`config.mk`:
```
export PLATFORM = sky130hd
export DESIGN_NAME = abc_tab_gen
export DESIGN_NICKNAME = d
export VERILOG_FILES = /design/src/abc_pkg.sv /design/src/abc_tab_gen.sv
export SDC_FILE = /design/constraint.sdc
export NUM_CORES = 1
export LEC_CHECK = 0
export ABC_CLOCK_PERIOD_IN_PS = 4600
export CAP_MARGIN = 15
export CORE_MARGIN = 3
export CORE_UTILIZATION = 50
export DETAILED_ROUTE_END_ITERATION = 10
export DONT_BUFFER_PORTS = 1
export PLACE_DENSITY = 0.68
export SLEW_MARGIN = 20
export SYNTH_ARGS = -nofsm -noshare
export SYNTH_HDL_FRONTEND = slang
export SYNTH_SLANG_ARGS = --single-unit
```
`constraint.sdc`:
```
create_clock -name i_clk -period 4.6 [get_ports i_clk]
set_input_delay 0 -clock i_clk [delete_from_list [all_inputs] [get_ports i_clk]]
set_output_delay 0 -clock i_clk [all_outputs]
set_load 0.1 [all_outputs]
```
`src/abc_pkg.sv`:
```
package abc_pkg;

    localparam int unsigned WORD_W     = 32;
    localparam int unsigned TAB_DEPTH  = 256;
    localparam int unsigned TAB_AW     = $clog2(TAB_DEPTH);
    localparam int unsigned SEED_W     = 22;
    localparam int unsigned HALF_W     = 16;
    localparam int unsigned REGION_CNT = 5;

    localparam logic [WORD_W-1:0] KEY_B_INIT = 32'hEEEE_EEEE;
    localparam logic [WORD_W-1:0] KEY_A_ADD  = 32'h1111_1111;
    localparam logic [WORD_W-1:0] KEY_B_ADD  = 32'd3;

    localparam logic [SEED_W-1:0] LCG_START  = 22'h10_0001;
    localparam logic [SEED_W-1:0] LCG_MOD    = 22'h2A_AAAB;
    localparam logic [6:0]        LCG_MUL    = 7'd125;
    localparam logic [1:0]        LCG_ADD    = 2'd3;

    localparam logic KIND_SEED = 1'b0;
    localparam logic KIND_DATA = 1'b1;
    localparam logic MODE_DEC  = 1'b0;
    localparam logic MODE_ENC  = 1'b1;

    typedef struct packed {
        logic              kind;
        logic [WORD_W-1:0] value;
        logic              last_word;
    } t_in;

    typedef struct packed {
        logic [WORD_W-1:0] word_out;
        logic              last_out;
    } t_out;

    typedef struct packed {
        logic              we;
        logic [TAB_AW-1:0] addr;
        logic [WORD_W-1:0] data;
    } t_tab_wr;

endpackage

```
`src/abc_tab_gen.sv`:
```
module abc_tab_gen (
    input  logic            i_clk,
    input  logic            i_rst_n,
    output abc_pkg::t_tab_wr o_wr,
    output logic            o_done
);
    import abc_pkg::*;

    localparam logic [1:0] ST_MUL  = 2'd0;
    localparam logic [1:0] ST_QUO  = 2'd1;
    localparam logic [1:0] ST_RED  = 2'd2;
    localparam logic [1:0] ST_DONE = 2'd3;

    localparam int unsigned X_W   = 29;
    localparam int unsigned Q_W   = 8;
    localparam int unsigned D_W   = 31;
    localparam int unsigned REG_W = 3;

    logic [1:0]        r_state, n_state;
    logic [SEED_W-1:0] r_seed;
    logic [X_W-1:0]    r_x;
    logic [Q_W-1:0]    r_q;
    logic [HALF_W-1:0] r_hi;
    logic              r_half;
    logic [REG_W-1:0]  r_region;
    logic [TAB_AW-1:0] r_pos;

    logic [D_W-1:0]    x3;
    logic [D_W-1:0]    prod;
    logic [D_W-1:0]    diff;
    logic [D_W-1:0]    fixed_r;
    logic [SEED_W-1:0] new_seed;
    logic              last_region;
    logic              last_step;

    assign x3       = {2'b00, r_x} + {1'b0, r_x, 1'b0};
    assign prod     = D_W'(r_q) * D_W'(LCG_MOD);
    assign diff     = {2'b00, r_x} - prod;
    assign fixed_r  = diff[D_W-1] ? diff + D_W'(LCG_MOD) : diff;
    assign new_seed = fixed_r[SEED_W-1:0];

    assign last_region = (r_region == REG_W'(REGION_CNT - 1));
    assign last_step   = last_region && r_half && (r_pos == TAB_AW'(TAB_DEPTH - 1));

    always_comb begin
        n_state = r_state;
        unique case (r_state)
            ST_MUL:  n_state = ST_QUO;
            ST_QUO:  n_state = ST_RED;
            ST_RED:  n_state = last_step ? ST_DONE : ST_MUL;
            ST_DONE: n_state = ST_DONE;
            default: n_state = ST_DONE;
        endcase
    end

    always_ff @(posedge i_clk) begin
        if (!i_rst_n) begin
            r_state  <= ST_MUL;
            r_seed   <= LCG_START;
            r_half   <= 1'b0;
            r_region <= '0;
            r_pos    <= '0;
        end else begin
            r_state <= n_state;
            if (r_state == ST_RED) begin
                r_seed <= new_seed;
                r_half <= ~r_half;
                if (r_half) begin
                    if (last_region) begin
                        r_region <= '0;
                        r_pos    <= r_pos + 1'b1;
                    end else begin
                        r_region <= r_region + 1'b1;
                    end
                end
            end
        end
    end

    always_ff @(posedge i_clk) begin
        if (r_state == ST_MUL) begin
            r_x <= X_W'(r_seed) * X_W'(LCG_MUL) + X_W'(LCG_ADD);
        end
        if (r_state == ST_QUO) begin
            r_q <= x3[D_W-1 -: Q_W];
        end
        if (r_state == ST_RED && !r_half) begin
            r_hi <= new_seed[HALF_W-1:0];
        end
    end

    assign o_wr.we   = (r_state == ST_RED) && r_half && last_region;
    assign o_wr.addr = r_pos;
    assign o_wr.data = {r_hi, new_seed[HALF_W-1:0]};
    assign o_done    = (r_state == ST_DONE);

endmodule

```
== Word level (Yosys, flattened, before mapping) ==
Cells that the tools add are included.

* Reductions and logical operators: 9
* Bitwise operators: 1
* Magnitude comparators: 0
* Mux-type cells: 4
* Shift-type cells: 0
* Eq/ne operators: 5
* $mul: 2
* Div/mod/pow operators: 0
* $add $sub $neg: 6

{| class="wikitable"
|+ Operator list
! kind !! count
|-
| $add A29 B30 Y31 || 1
|-
| $sub A29 B30 Y31 || 1
|-
| $mul A8 B22 Y30 const B || 1
|-
| $add A29 B2 Y29 const B || 1
|-
| $mul A22 B7 Y29 const B || 1
|-
| $add A22 B22 Y22 const B || 1
|-
| $mux W22 || 1
|-
| $add A8 B1 Y8 const B || 1
|-
| $eq A8 B8 Y1 const B || 1
|-
| $pmux W2 S4 || 1
|-
| $logic_and A1 B1 Y1 || 5
|-
| $eq A2 B2 Y1 const B || 2
|-
| $add A3 B1 Y3 const B || 1
|-
| $eq A3 B3 Y1 const B || 1
|-
| $mux W3 || 1
|-
| $reduce_and A3 Y1 || 1
|-
| $eq A2 B1 Y1 const B || 1
|-
| $logic_not A2 Y1 || 1
|-
| $mux W2 || 1
|-
| $reduce_and A2 Y1 || 1
|-
| $logic_not A1 Y1 || 1
|-
| $not A1 Y1 || 1
|}

* Memory bits (read-only): 0
* Word-level logic and storage cells: 35
* Memories: 0
* Latch bits: 0
* Output and inout port bits: 42
* RAM bits: 0
* Input port bits: 2
* Bits in registers: 89

== Longest topological paths before layout ==
* Depth after elaboration: 5
* Mapped depth: 21
* Mapped depth without buffers: 20

== Worst setup path after synthesis ==
Ideal clock, no wire load.

* Path kind: register to output
* Start point: register r_q[4]
* End point: output port o_wr[13] (netlist bit)
* Arrival time: 5.101 ns
* Data required time: 4.600 ns
* Buffers on the path: 3
* Cell stages (with the launch flop): 20
* Path slack: -0.501 ns
* Cells stage by stage: edfxtp_1 ha_1 inv_1 fa_1 inv_1 fa_1 fa_1 inv_1 ha_1 buf_2 o21ai_0 nand2b_1 a21oi_1 o31ai_4 a311oi_2 xnor2_2 buf_2 nor2_1 xnor2_1 buf_4

* Word-level cells in the longest chain between the ends: 4

{| class="wikitable"
|+ RTL lines
! what !! RTL line !! source
|-
| from (decl) || abc_tab_gen.sv:22 || <nowiki>logic [Q_W-1:0] r_q;</nowiki>
|-
| from (signal assigned) || abc_tab_gen.sv:85 || <nowiki>r_q <= x3[D_W-1 -: Q_W];</nowiki>
|-
| $mul A8 B22 Y30 (*) || abc_tab_gen.sv:37 || <nowiki>assign prod = D_W'(r_q) * D_W'(LCG_MOD);</nowiki>
|-
| $sub A29 B30 Y31 (*) || abc_tab_gen.sv:38 || <nowiki>assign diff = {2'b00, r_x} - prod;</nowiki>
|-
| $add A22 B22 Y22 || abc_tab_gen.sv:39 || <nowiki>assign fixed_r = diff[D_W-1] ? diff + D_W'(LCG_MOD) : diff;</nowiki>
|-
| $mux W22 (*) || abc_tab_gen.sv:39 ||
|-
| to (decl) || abc_tab_gen.sv:4 || <nowiki>output abc_pkg::t_tab_wr o_wr,</nowiki>
|}

Every way passes the cells marked *; elsewhere a longest branch is shown, timed or not.

==> run_results.csv <==
group,metric,value,unit
timing,setup_violations,56,
setup_path,r2r-start,"r_q[7]",
detailed_routing,first_iter_violations,692,
yosys,ys_seq_area_frac,0.198,
detailed_routing,first_pass_iters,5,
clocking,h-tree-depth,3,
detailed_routing,vias,9511,
timing,slew_headroom,0.278,
yosys,ys_async_sr_fraction,0,
yosys,synth_seq_cells,89,
min_path,whs_endpoint,"r_state[1]",
detailed_routing,drc,0,
setup_path,worstPathRequired,4.60,ns
placement,numPlacedInstances,1692,
grt,grt_use_total,0.249,
timing,finClkSkew,0.0149,ns
clocking,clockRootBuffer,"clkbuf_16",
floorplanning,design.core.area,22800,µm²
finish,drive_above_1_share,0.351,
flow_run,cap_violations,0,
yosys,synth_nets,1497,
timing,period_minus_slack,5.31,ns
grt,grt.overflow.total,0,
clocking,path_clk_slew,0.07,ns
setup_path,timing.rr.end,"r_seed[10]",
grt,antenna_found_initial,0,
detailed_routing,routed_wl,32.3,mm
grt,grt_pass1_vias,9826,
floorplanning,dieHeight,159,µm
setup_path,reg2reg_depth,22,
setup_path,critPathSlowestCell,"fa_1",
setup_path,worst_ep_arrival_time,5.31,ns
placement,gp_congestion,0.945,
yosys,synth_flop_cell,"edfxtp_1",
yosys,synthesis.area,11700,µm²
setup_path,path_class,"flip-flop to output port",
outcome,status,"finished with violations",
setup_path,worstPathCellList,"ha_1 -> inv_1 -> fa_1 -> fa_1 -> inv_1 -> fa_1 -> inv_2 -> ha_4 -> a21oi_4 -> nor2_2 -> a211oi_2 -> o31ai_4 -> a311oi_4 -> xnor2_4 -> buf_12 -> buf_8 -> nor2_4 -> xnor2_4 -> buf_12",
setup_path,end_kind,"output port",
setup_path,r2r_setup_slack,-0.61,ns
detailed_routing,via_per_inst,5.43,
setup_path,crit_path_max_fanout,6,
floorplanning,core.rowCount,55,
yosys,ys_warn_count,0,
timing,rsz0062_at_grt,"true",
timing,setup_slack,-0.709,ns
min_path,holdCritStartpoint,"i_rst_n",
yosys,synth_edf_count,53,
floorplanning,dieArea,25200,µm²
timing,min_period_over_period,1.15,
finish,nets,1759,
detailed_routing,wl_per_cell,18.5,µm
timing,fmax,188,MHz
placement,port_buffers,0,
clocking,cts_buffers,9,
finish,areaGrowthSynthToFinish,37.4,%
floorplanning,pin_count,44,
placement,hpwl,24.3,mm
finish,mostFrequentLayoutCells,"228 x buf_4, 185 x inv_1, 159 x ha_1",
outcome,violations,"negative setup slack",
clocking,cts_tree,"done",
detailed_routing,ant_nets,0,
min_path,min_path_cells,3,
timing,slew_viol_final,0,
setup_path,path_common_cell,"fa_1",
timing,hold_violations,0,
clocking,clockBufferDepth,2,
setup_path,cp_slowest_stage_delay,0.58,ns
timing,timing_worst_slew_pin_value,1.08,ns
finish,diodes,0,
yosys,yosysUniqueCellTypes,71,
grt,grt_max_degree,32,
yosys,postSynthAreaPerCell,9.97,µm²
finish,fin_cells,1751,
grt,grt_pass1_wl,50.2,mm
yosys,synthCells,1171,
finish,n_fill_cell,1538,
clocking,clock-sinks,89,
floorplanning,die_w,159,µm
floorplanning,start_util,0.513,
finish,finalInstanceArea,16000,µm²
finish,final_common_cell,"buf_4",
placement,place_area,14300,µm²
min_path,hold_class,"input pin to flip-flop",
setup_path,critPathLaunchType,"flip-flop",
clocking,clock_latency,0.35,ns
registers in the layout, summed over array words and instances (netlist names):
name	count
r_region	3
r_hi	16
r_pos	8
r_seed	22
r_state	2
r_half	1
r_q	8
r_x	29
logic make-up after synthesis:
| family | synth area share |
|---|---|
| xor+xnor | 0.0591 |
| simple gates | 0.103 |
| fa+ha+maj | 0.435 |
| flops | 0.198 |
| buf+inv | 0.0804 |
| mux | 0.00171 |
| compound gates | 0.123 |
per-layer routing:
| metal | up-vias | share of wire | global-route usage |
|---|---|---|---|
| met5 | - | 0 | 0 |
| met4 | 0 | 0.031 | 0.0696 |
| met3 | 64 | 0.051 | 0.0391 |
| met2 | 229 | 0.49 | 0.423 |
| met1 | 4761 | 0.43 | 0.331 |
| li1 | 4457 | - | - |
layout make-up:
type | count | area, µm² | area share
Clock inverter | 7 | 123 | 0.00764
Inverter | 199 | 756 | 0.0471
Sequential cell | 89 | 2330 | 0.145
Timing Repair Buffer | 281 | 2490 | 0.155
Multi-Input combinational cell | 853 | 9720 | 0.606
Tap cell | 313 | 392 | 0.0244
Clock buffer | 9 | 225 | 0.0140
metrics by stage:
stage / util / hold WS (ns) / setup TNS, ns / setup slack, ns
floorplan: - / 0.238 / -1.67 / -0.103
global placement: 0.627 / 0.0985 / -20.15 / -0.532
detailed placement: 0.627 / 0.103 / -25.95 / -0.620
CTS: 0.679 / 0.0874 / -28.13 / -0.703
global route: 0.704 / 0.116 / -35.70 / -0.814
finish: 0.704 / 0.0986 / -27.97 / -0.709
cells in the mapped netlist (4+ instances only):
| library cell | n | area, µm² |
|---|---|---|
| o21bai_1 | 7 | 52.6 |
| a31o_2 | 4 | 35.0 |
| buf_4 | 18 | 135 |
| nand4_1 | 8 | 50.1 |
| a221oi_1 | 4 | 35.0 |
| nand2b_1 | 12 | 75.1 |
| dfxtp_1 | 36 | 721 |
| ha_1 | 187 | 2340 |
| xor2_1 | 24 | 210 |
| fa_1 | 137 | 2740 |
| a211oi_1 | 11 | 82.6 |
| nor2b_1 | 12 | 75.1 |
| and3_1 | 9 | 56.3 |
| a21oi_1 | 56 | 280 |
| o21a_1 | 7 | 52.6 |
| nor3_1 | 26 | 130 |
| a211o_1 | 4 | 35.0 |
| o21ai_0 | 34 | 170 |
| o211ai_1 | 7 | 52.6 |
| o21ai_1 | 7 | 35.0 |
| inv_1 | 199 | 747 |
| edfxtp_1 | 53 | 1590 |
| a21o_1 | 23 | 173 |
| or3_1 | 7 | 43.8 |
| clkbuf_1 | 8 | 30.0 |
| nand3_1 | 19 | 95.1 |
| a31oi_1 | 9 | 56.3 |
| nor2_1 | 86 | 323 |
| nand2_1 | 42 | 158 |
| xnor2_1 | 51 | 447 |
critical path: cells and delay by family, from the launching register on:
family	cells	cell delay (ns)
buf+inv	6	0.74
compound gates	4	0.98
simple gates	2	0.11
flops	1	0.42
fa+ha+maj	5	2.16
xor+xnor	2	0.53
worst max-delay path by stage:
| stage | from | end | slack, ns | depth (start not counted) |
|---|---|---|---|---|
| 2_1_floorplan | r_q[4] | o_wr[14] | -0.10 | 19 |
| 3_3_place_gp | r_q[4] | r_seed[5] | -0.53 | 19 |
| 3_5_place_dp | r_q[4] | r_seed[5] | -0.62 | 19 |
| 4_1_cts | r_q[1] | o_wr[13] | -0.70 | 20 |
| 5_1_grt | r_q[2] | o_wr[14] | -0.81 | 20 |
| 6_report | r_q[7] | o_wr[13] | -0.71 | 19 |
what timing repair did:
item / in CTS / in global routing
endpoints found under the setup margin: 59 / 61
resized for setup: 125 / 103
setup buffers: 31 / 15
endpoints found under the hold margin: 7 / 0
cloned: 1 / 0
pin swaps: 55 / 73
hold buffers: 1 / 0
Power is not shown: default switching activity piles up to over one toggle a cycle in this logic, so the estimate is an artifact.
